<file path="config.mk">
export PLATFORM = sky130hd
export DESIGN_NAME = qsl_ctrl
export DESIGN_NICKNAME = d
export VERILOG_FILES = /design/src/design/qsl_pkg.sv /design/src/design/qsl_ctrl.sv
export SDC_FILE = /design/constraint.sdc
export NUM_CORES = 1
export LEC_CHECK = 0
export ABC_AREA = 1
export BUFFER_PORTS_ARGS = -buffer_cell sky130_fd_sc_hd__buf_4
export CAP_MARGIN = 15
export CORE_AREA = 5 5 42 44
export CTS_BUF_LIST = sky130_fd_sc_hd__clkbuf_2 sky130_fd_sc_hd__clkbuf_4 sky130_fd_sc_hd__clkbuf_8
export DETAILED_ROUTE_END_ITERATION = 6
export DIE_AREA = 0 0 47 49
export GPL_ROUTABILITY_DRIVEN = 0
export PLACE_DENSITY = 0.69
export REMOVE_ABC_BUFFERS = 1
export SYNTH_ARGS = -nofsm -noshare
export SYNTH_HDL_FRONTEND = slang
export SYNTH_SLANG_ARGS = --single-unit
</file>
<file path="constraint.sdc">
create_clock -name clk -period 1.6 [get_ports clk]
set_input_delay 0.32 -clock clk [delete_from_list [all_inputs] [get_ports clk]]
set_output_delay 0.32 -clock clk [all_outputs]
set_load 0.02 [all_outputs]
</file>
<file path="src/design/qsl_pkg.sv">
package qsl_pkg;

  localparam int DefMaxItems  = 64;
  localparam int DefValueBits = 32;
  localparam int CountBits    = 12;
  localparam int OutValueBits = 32;
  localparam logic [CountBits-1:0] CountMax = 12'hFFF;

  typedef enum logic [3:0] {
    ST_LOAD,
    ST_START,
    ST_TOP,
    ST_POP,
    ST_PIVOT,
    ST_SCAN,
    ST_SWAP_W,
    ST_FINAL_W,
    ST_PUSH,
    ST_OUT_RD,
    ST_OUT_SHOW
  } state_t;

  typedef struct packed {
    logic load;
    logic start;
    logic pop;
    logic pivot_rd;
    logic scan;
    logic swap_wr;
    logic final_wr;
    logic push;
    logic out_rd;
    logic out_show;
    logic clear;
  } cmd_t;

  typedef struct packed {
    logic stack_empty;
    logic range_ok;
    logic scan_done;
    logic need_swap;
    logic push_done;
    logic out_last;
    logic out_taken;
  } status_t;

endpackage

</file>
<file path="src/design/qsl_ctrl.sv">
module qsl_ctrl
  import qsl_pkg::*;
(
  input  logic    clk,
  input  logic    rst,
  input  logic    in_valid,
  input  logic    last_item,
  output logic    in_ready,
  input  status_t status,
  output cmd_t    cmd
);

  state_t state, state_next;

  always_ff @(posedge clk) begin
    if (rst) begin
      state <= ST_LOAD;
    end else begin
      state <= state_next;
    end
  end

  always_comb begin
    state_next = state;
    case (state)
      ST_LOAD:    if (in_valid && last_item) state_next = ST_START;
      ST_START:   state_next = ST_TOP;
      ST_TOP:     state_next = ST_POP;
      ST_POP:     state_next = status.stack_empty ? ST_OUT_RD : ST_PIVOT;
      ST_PIVOT:   state_next = status.range_ok ? ST_SCAN : ST_POP;
      ST_SCAN: begin
        if (status.scan_done) begin
          state_next = ST_FINAL_W;
        end else if (status.need_swap) begin
          state_next = ST_SWAP_W;
        end
      end
      ST_SWAP_W:  state_next = ST_SCAN;
      ST_FINAL_W: state_next = ST_PUSH;
      ST_PUSH:    if (status.push_done) state_next = ST_TOP;
      ST_OUT_RD:  state_next = ST_OUT_SHOW;
      ST_OUT_SHOW: begin
        if (status.out_taken) begin
          state_next = status.out_last ? ST_LOAD : ST_OUT_RD;
        end
      end
      default:    state_next = ST_LOAD;
    endcase
  end

  always_comb begin
    cmd = '0;
    in_ready = 1'b0;
    case (state)
      ST_LOAD: begin
        in_ready = 1'b1;
        cmd.load = in_valid;
      end
      ST_START:    cmd.start = 1'b1;
      ST_POP:      cmd.pop = !status.stack_empty;
      ST_PIVOT:    cmd.pivot_rd = 1'b1;
      ST_SCAN:     cmd.scan = 1'b1;
      ST_SWAP_W:   cmd.swap_wr = 1'b1;
      ST_FINAL_W:  cmd.final_wr = 1'b1;
      ST_PUSH:     cmd.push = 1'b1;
      ST_OUT_RD:   cmd.out_rd = 1'b1;
      ST_OUT_SHOW: begin
        cmd.out_show = 1'b1;
        cmd.clear = status.out_taken && status.out_last;
      end
      default:     cmd = '0;
    endcase
  end

  a_load_only: assert property (@(posedge clk) disable iff (rst)
    cmd.load |-> state == ST_LOAD) else $error("load outside loading phase");
  a_start: assert property (@(posedge clk) disable iff (rst)
    state == ST_LOAD && in_valid && last_item |=> state == ST_START)
    else $error("sort did not start");
  a_cmd: assert property (@(posedge clk) disable iff (rst)
    $onehot0({cmd.load, cmd.scan, cmd.swap_wr, cmd.final_wr, cmd.out_rd}))
    else $error("conflicting commands");

endmodule

</file>
## After elaboration in Yosys (flattened, before gate mapping)

Cells that the tools add are included.

- Input bits: 11
- Latch bits: 0
- Bits in read-only memories: 0
- Memories kept: 0
- RAM bits: 0
- Logic and storage cells: 40
- Output and inout port bits: 12
- Flip-flop bits (word level): 4

- Bitwise logic cells: 0
- Reduce and logical (&&, ||, !) cells: 5
- Order comparisons: 0
- Shift operators: 0
- Div/mod/pow operators: 0
- Mux-type cells: 20
- Equal/unequal tests: 14
- Add/subtract/negate cells: 0
- Multiply operators: 0

Operators by type and width:

| kind | number |
|---|---|
| one-hot mux 4 bit (11 select lines) | 1 |
| 2-to-1 mux 4 bit | 7 |
| == test 4 x 3 -> 1 bit (second input constant) | 4 |
| == test 4 bit (second input constant) | 3 |
| 2-to-1 mux 1 bit | 10 |
| == test 4 x 2 -> 1 bit (second input constant) | 2 |
| inequality test 2 bit (second input constant) | 3 |
| == test 4 x 1 -> 1 bit (second input constant) | 1 |
| logical NOT 4 bit | 1 |
| AND reduction 4 bit | 1 |
| 2-to-1 mux 3 bit | 1 |
| inequality test 3 bit (second input constant) | 1 |
| logical AND 1 bit | 2 |
| 2-to-1 mux 2 bit | 1 |
| logical NOT 1 bit | 1 |

## Depth between registers and ports, before layout

Gate-level depths: netlist (run 1).

- Depth in word-level cells: 3
- Depth in mapped cells: 8
- Mapped depth without buffers: 8

## Worst setup path after synthesis (run 1)

Ideal clock, no wire load.

- Path type: flip-flop to output port
- From: reg state[1]
- To: out cmd[0] (netlist name)
- Buffers on the path: 0
- Required time: 1.280 ns
- Slack: -0.072 ns
- Cell stages (with the launch flop): 5
- Arrival: 1.352 ns
- Path through: dfxtp_1 -> inv_1 -> nor2_1 -> inv_1 -> nor4_1

RTL lines:

| item | RTL line | RTL |
|---|---|---|
| start, declared | qsl_ctrl.sv:13 | `state_t state, state_next;` |
| start signal, assigned | qsl_ctrl.sv:19 | `state <= state_next;` |
| end, declared | qsl_ctrl.sv:10 | `output cmd_t cmd` |

==> flow_summary.json, run 1 <==
{
  "crit_type": "register to primary output",
  "p_sw_mw": 0.104,
  "nFillCells": 156,
  "fin_crit_ns": 1.55,
  "synth-simple-area-share_pct": 58.1,
  "crit_family": "flip-flops",
  "regMostFlops": "state",
  "initial_utilization_pct": 29.2,
  "power.density_nw_per_um2": 519,
  "max_cap_violations": 0,
  "hold_depth": 2,
  "cp.required_ns": 1.28,
  "num_antenna_cells": 0,
  "synth_xor_area_share_pct": 0,
  "vias_per_cell": 4.51,
  "met1_usage_pct": 11.6,
  "synth.most_common_cell": "nand2_1",
  "nets": 116,
  "drt_wl_total_um": 1190,
  "placed_cell_area_um2": 602,
  "dieArea_um2": 2300,
  "final.setup.tns_ns": 0,
  "comb_power_share_pct": 31.0,
  "yosys_warnings": 0,
  "p_leak_nw": 0.375,
  "yosys.area_share.adder_pct": 0,
  "cp-end-kind": "primary output",
  "synth_area_um2": 409,
  "setup_violations": 0,
  "htree_levels": 1,
  "pin_count": 23,
  "skew_ns": 0.00305,
  "core-area_um2": 1400,
  "relSlewSlack_pct": 84.1,
  "hold_path_class": "primary input to register",
  "synthMuxAreaShare_pct": 0,
  "slowest_delay_ns": 0.36,
  "clk_latency_ns": 0.23,
  "grt_use_met3_pct": 3.32,
  "cts_buffer_depth": 2,
  "critPathLaunchType": "register",
  "yosysSeqAreaShare_pct": 19.6,
  "design_area_um2": 652,
  "ys_seq_elements": 4,
  "dp_hpwl_um": 992,
  "synthFlopType": "dfxtp_1",
  "avgSynthCellArea_um2": 5.38,
  "rows": 14,
  "cts.sinks": 4,
  "cp_max_fo": 4,
  "synth.distinct_cells": 14,
  "grt_first_pass_wirelength_um": 1910,
  "register_area_um2": 86.3,
  "internal-power_mw": 0.234,
  "vias": 537,
  "grt_overflow": 0,
  "area_delta_synth_final_pct": 59.3,
  "grt_usage_pct": 11.3,
  "yosys-top-cells-count": "nand2_1, inv_1, nor2_1, nand3_1",
  "antenna_left": 0,
  "hold_viol_final": 0,
  "worst_pin_slew_ns": 0.239,
  "cts_buffers": 3,
  "clk_pin_slew_ns": 0.04,
  "critPathSlowestCell": "dfxtp_4",
  "status": "finished clean",
  "drtIter0Drc": 4,
  "cp_data_arrival_time_ns": 1.23,
  "syn_inst": 76,
  "r2r_cells": 7,
  "synth-compound-area-share_pct": 4.89,
  "drive_gt1_share_pct": 39.8,
  "chipWidth_um": 47,
  "ys_top_cells_by_area": "dfxtp_1, nand2_1, inv_1",
  "irDropWorstVdd_uv": 258,
  "largest_reg_flops": 4,
  "ctsHoldBuffers": 0,
  "crit_buf_inv": 3,
  "port_buffers": 22,
  "synth_edf_count": 0,
  "dr.pass1.iters": 3,
  "antenna_found_initial": 0,
  "top_regs": "state x4",
  "drc_errors": 0,
  "synth_top_area_share_pct": 19.6,
  "final_max_slew_viol_count": 0,
  "synth_area_leader_cell": "dfxtp_1",
  "pwr-share-seq_pct": 32.2,
  "multi_input_area_um2": 269,
  "cts_root_buf": "clkbuf_4",
  "power_mw": 0.338,
  "cp.depth": 5,
  "max_freq_mhz": 646,
  "met2_usage_pct": 20.4,
  "pwr-share-clk_pct": 36.8,
  "cp_cell_sequence": "inv_4 -> nor2_4 -> inv_2 -> nor4_2 -> buf_4",
  "avgRoutedWirePerCell_um": 10.0,
  "grt_start_max_net_pins": 7,
  "post-route-period-util_pct": 96.7,
  "grt_pass1_vias": 489,
  "cts_tree": "built",
  "ys_async_sr_fraction_pct": 0,
  "swShare_pct": 30.8,
  "grt.busiest_layer": "met2",
  "die_h_um": 49,
  "synth_top_family_by_area": "simple AND/OR/NAND/NOR gates"
}
==> what timing repair did <==
item                                   CTS  global route
setup endpoints to repair                1             8
endpoints found under the hold margin    0             0
buffers inserted                         1             0
pin swaps                                2             2
resized for setup                        2             8
==> logic make-up after synthesis <==
kind of cell           after synthesis
AOI/OAI and AO/OA                    4
buffers and inverters               19
and+or+nand+nor                     49
DFF                                  4
==> per-layer routing <==
layer	part of all wire, %	routed length (µm)
met5	0	0
met4	0	0
met3	3.6	43
met2	57	682
met1	39	466
==> worst paths after layout <==
check           start       end  slack, ns
max          state[3]    cmd[0]       0.05
min               rst  state[3]       0.26
max reg2reg  state[0]  state[0]       0.36
min reg2reg  state[2]  state[2]       0.64
==> cells in the final DEF (no fill, tap or decap) <==
cell type  instances
dfxtp_1            1
nor2_4             2
dfxtp_2            2
nor3_1             1
nand3b_1           2
nor4_2             1
and3_1             1
a21oi_1            4
nand3_1            6
inv_2              1
nand2_4            1
nor2_2             5
inv_1             17
inv_4              1
dfxtp_4            1
clkbuf_4           3
nand2_1           21
nand4_1            1
nor2_1             8
buf_4             24
==> cell type report <==
cell class	instances	area share [%]
Clock buffer	3	3.45
Inverter	19	11.3
Multi-Input combinational cell	53	41.3
Sequential cell	4	13.2
Tap cell	16	3.07
Timing Repair Buffer	24	27.6
==> metrics by stage <==
| step | util (%) | setup WS [ns] | cells | hold slack [ns] |
|---|---|---|---|---|
| final | 46.5 | 0.0525 | 119 | 0.262 |
| after global routing | 46.5 | -0.00336 | 119 | 0.257 |
| after CTS | 45.2 | 0.0224 | 119 | 0.256 |
| after detailed placement | 42.9 | 0.206 | 115 | 0.513 |
| after global placement | 42.9 | 0.231 | 115 | 0.510 |
| after floorplan | - | -0.0719 | 76 | 0.389 |
==> power by group through the flow <==
stage,Clock [mW],Combinational (mW),Sequential (mW)
2_1_floorplan,0,0.0584,0.109
3_5_place_dp,0,0.103,0.111
3_3_place_gp,0,0.103,0.110
4_1_cts,0.130,0.104,0.109
6_report,0.124,0.105,0.109
5_1_grt,0.138,0.116,0.109
No activity file was read; power rests on OpenSTA's default activity.
==> run 2, diff against run 1 <==
--- a/config.mk
+++ b/config.mk
@@ -13,6 +13,7 @@
 export DETAILED_ROUTE_END_ITERATION = 6
 export DIE_AREA = 0 0 47 49
 export GPL_ROUTABILITY_DRIVEN = 0
+export MAX_ROUTING_LAYER = met4
 export PLACE_DENSITY = 0.69
 export REMOVE_ABC_BUFFERS = 1
 export SYNTH_ARGS = -nofsm -noshare
==> run 2 against run 1 <==
  * First-iteration DRC count is 100% higher
  * Wire length is 0.67% higher
  * Sequential share of layout area stayed put
  * Maximum frequency is 0.11% lower
  * Register-to-register slack hardly changed
==> flow_summary.json, run 2 (synthesized netlist as in run 1, its figures left out) <==
{
  "status": "finished clean",
  "clk_latency_ns": 0.23,
  "die_h_um": 49,
  "cts_tree": "built",
  "cp_max_fo": 4,
  "regMostFlops": "state",
  "slowest_delay_ns": 0.36,
  "post-route-period-util_pct": 96.8,
  "whs_ns": 0.260,
  "cp-end-kind": "primary output",
  "relSlewSlack_pct": 84.6,
  "fin_cells": 119,
  "clk_pin_slew_ns": 0.04,
  "power_mw": 0.340,
  "antenna_left": 0,
  "cts_root_buf": "clkbuf_4",
  "critPathSlowestCell": "dfxtp_4",
  "design_area_um2": 652,
  "hold_path_class": "primary input to register",
  "layout_setup_ws_ns": 0.0507,
  "cts.sinks": 4,
  "hold_viol_final": 0,
  "num_antenna_cells": 0,
  "cp_cell_sequence": "inv_4 -> nor2_4 -> inv_2 -> nor4_2 -> buf_4",
  "initial_utilization_pct": 29.2,
  "max_freq_mhz": 645,
  "irDropWorstVdd_uv": 258,
  "dieArea_um2": 2300,
  "layout_commonest_cell": "buf_4",
  "cp.required_ns": 1.28,
  "final_max_slew_viol_count": 0,
  "skew_ns": 0.00470,
  "dr.pass1.iters": 4,
  "cp_data_arrival_time_ns": 1.23,
  "grt_usage_pct": 11.6,
  "top_regs": "state x4",
  "drtIter0Drc": 8,
  "grt_pass1_vias": 487,
  "pin_count": 23,
  "antenna_found_initial": 0,
  "port_buffers": 22,
  "dp_hpwl_um": 992,
  "drc_errors": 0,
  "grt_overflow": 0,
  "grt_start_max_net_pins": 7,
  "vias": 536,
  "final_cell_mix": "buf_4, nand2_1, inv_1",
  "largest_reg_flops": 4,
  "cts_buffer_depth": 2,
  "place_ws_ns": 0.206,
  "htree_levels": 1,
  "cts_buffers": 3,
  "nets": 116,
  "avgRoutedWirePerCell_um": 10.1,
  "worst_pin_slew_ns": 0.230,
  "p_leak_nw": 0.375,
  "critPathLaunchType": "register",
  "fin_crit_ns": 1.55,
  "vias_per_cell": 4.50,
  "rows": 14,
  "chipWidth_um": 47,
  "setup_violations": 0,
  "max_cap_violations": 0,
  "drt_wl_total_um": 1200,
  "core-area_um2": 1400,
  "crit_type": "register to primary output",
  "area_delta_synth_final_pct": 59.3,
  "placed_cell_area_um2": 602,
  "grt_first_pass_wirelength_um": 1910,
  "dp_cells": 115,
  "power.density_nw_per_um2": 521,
  "crit_family": "flip-flops",
  "crit_buf_inv": 3,
  "drive_gt1_share_pct": 39.8
}
## run 2: cell counts in the layout (fill, tap and decap cells not counted)
Identical to the previous run, type by type.
## run 2: final cells by class
cell class,instances,area [µm²]
well taps,16,20.0
fillers,156,749
repair buffers,24,180
flip-flops and latches,4,86.3
clock buffers,3,22.5
multi-input cells,53,269
inverters,19,73.8
## run 2: routing by layer
layer / vias to the layer above / track usage [%] / part of all wire (%)
li1: 284 / - / -
met3: 0 / 3.32 / 3.6
met2: 5 / 20.4 / 57
met4: 0 / 4.15 / 0
met1: 247 / 11.6 / 39
met5: - / - / 0
## run 2: stage by stage
stage | TNS (ns) | util (%)
finish | 0 | 46.5
detailed placement | 0 | 42.9
CTS | 0 | 45.2
floorplan | -0.0719 | -
global route | -0.00336 | 46.5
global placement | 0 | 42.9
## run 2: worst reg2reg max path, stage by stage, from the launching register on
cell	delay [ns]
dfxtp_1	0.42
nor2_2	0.07
buf_4	0.14
nand3_1	0.10
nand2_1	0.10
nor2_2	0.16
nand2_1	0.07
a21oi_1	0.12
## run 2: final timing paths
path                                 end  depth (start not counted)  startpoint  slack [ns]
worst max-delay path              cmd[0]                          5    state[3]        0.05
worst min-delay path            state[3]                          2         rst        0.26
worst max register to register  state[0]                          7    state[0]        0.35
worst min register to register  state[2]                          4    state[2]        0.64
## run 2: timing repair
action / in CTS / in global routing
buffers inserted: 1 / 0
gates resized for setup: 2 / 8
pin swaps: 2 / 2
gates cloned: 0 / 0
hold buffers: 0 / 0
endpoints found under the hold margin: 0 / 0
setup endpoints to repair: 1 / 8
## run 2: where the power goes
group | internal [mW] | switching, mW
combinational | 0.0474 | 0.0576
sequential | 0.103 | 0.00611
clock | 0.0839 | 0.0417
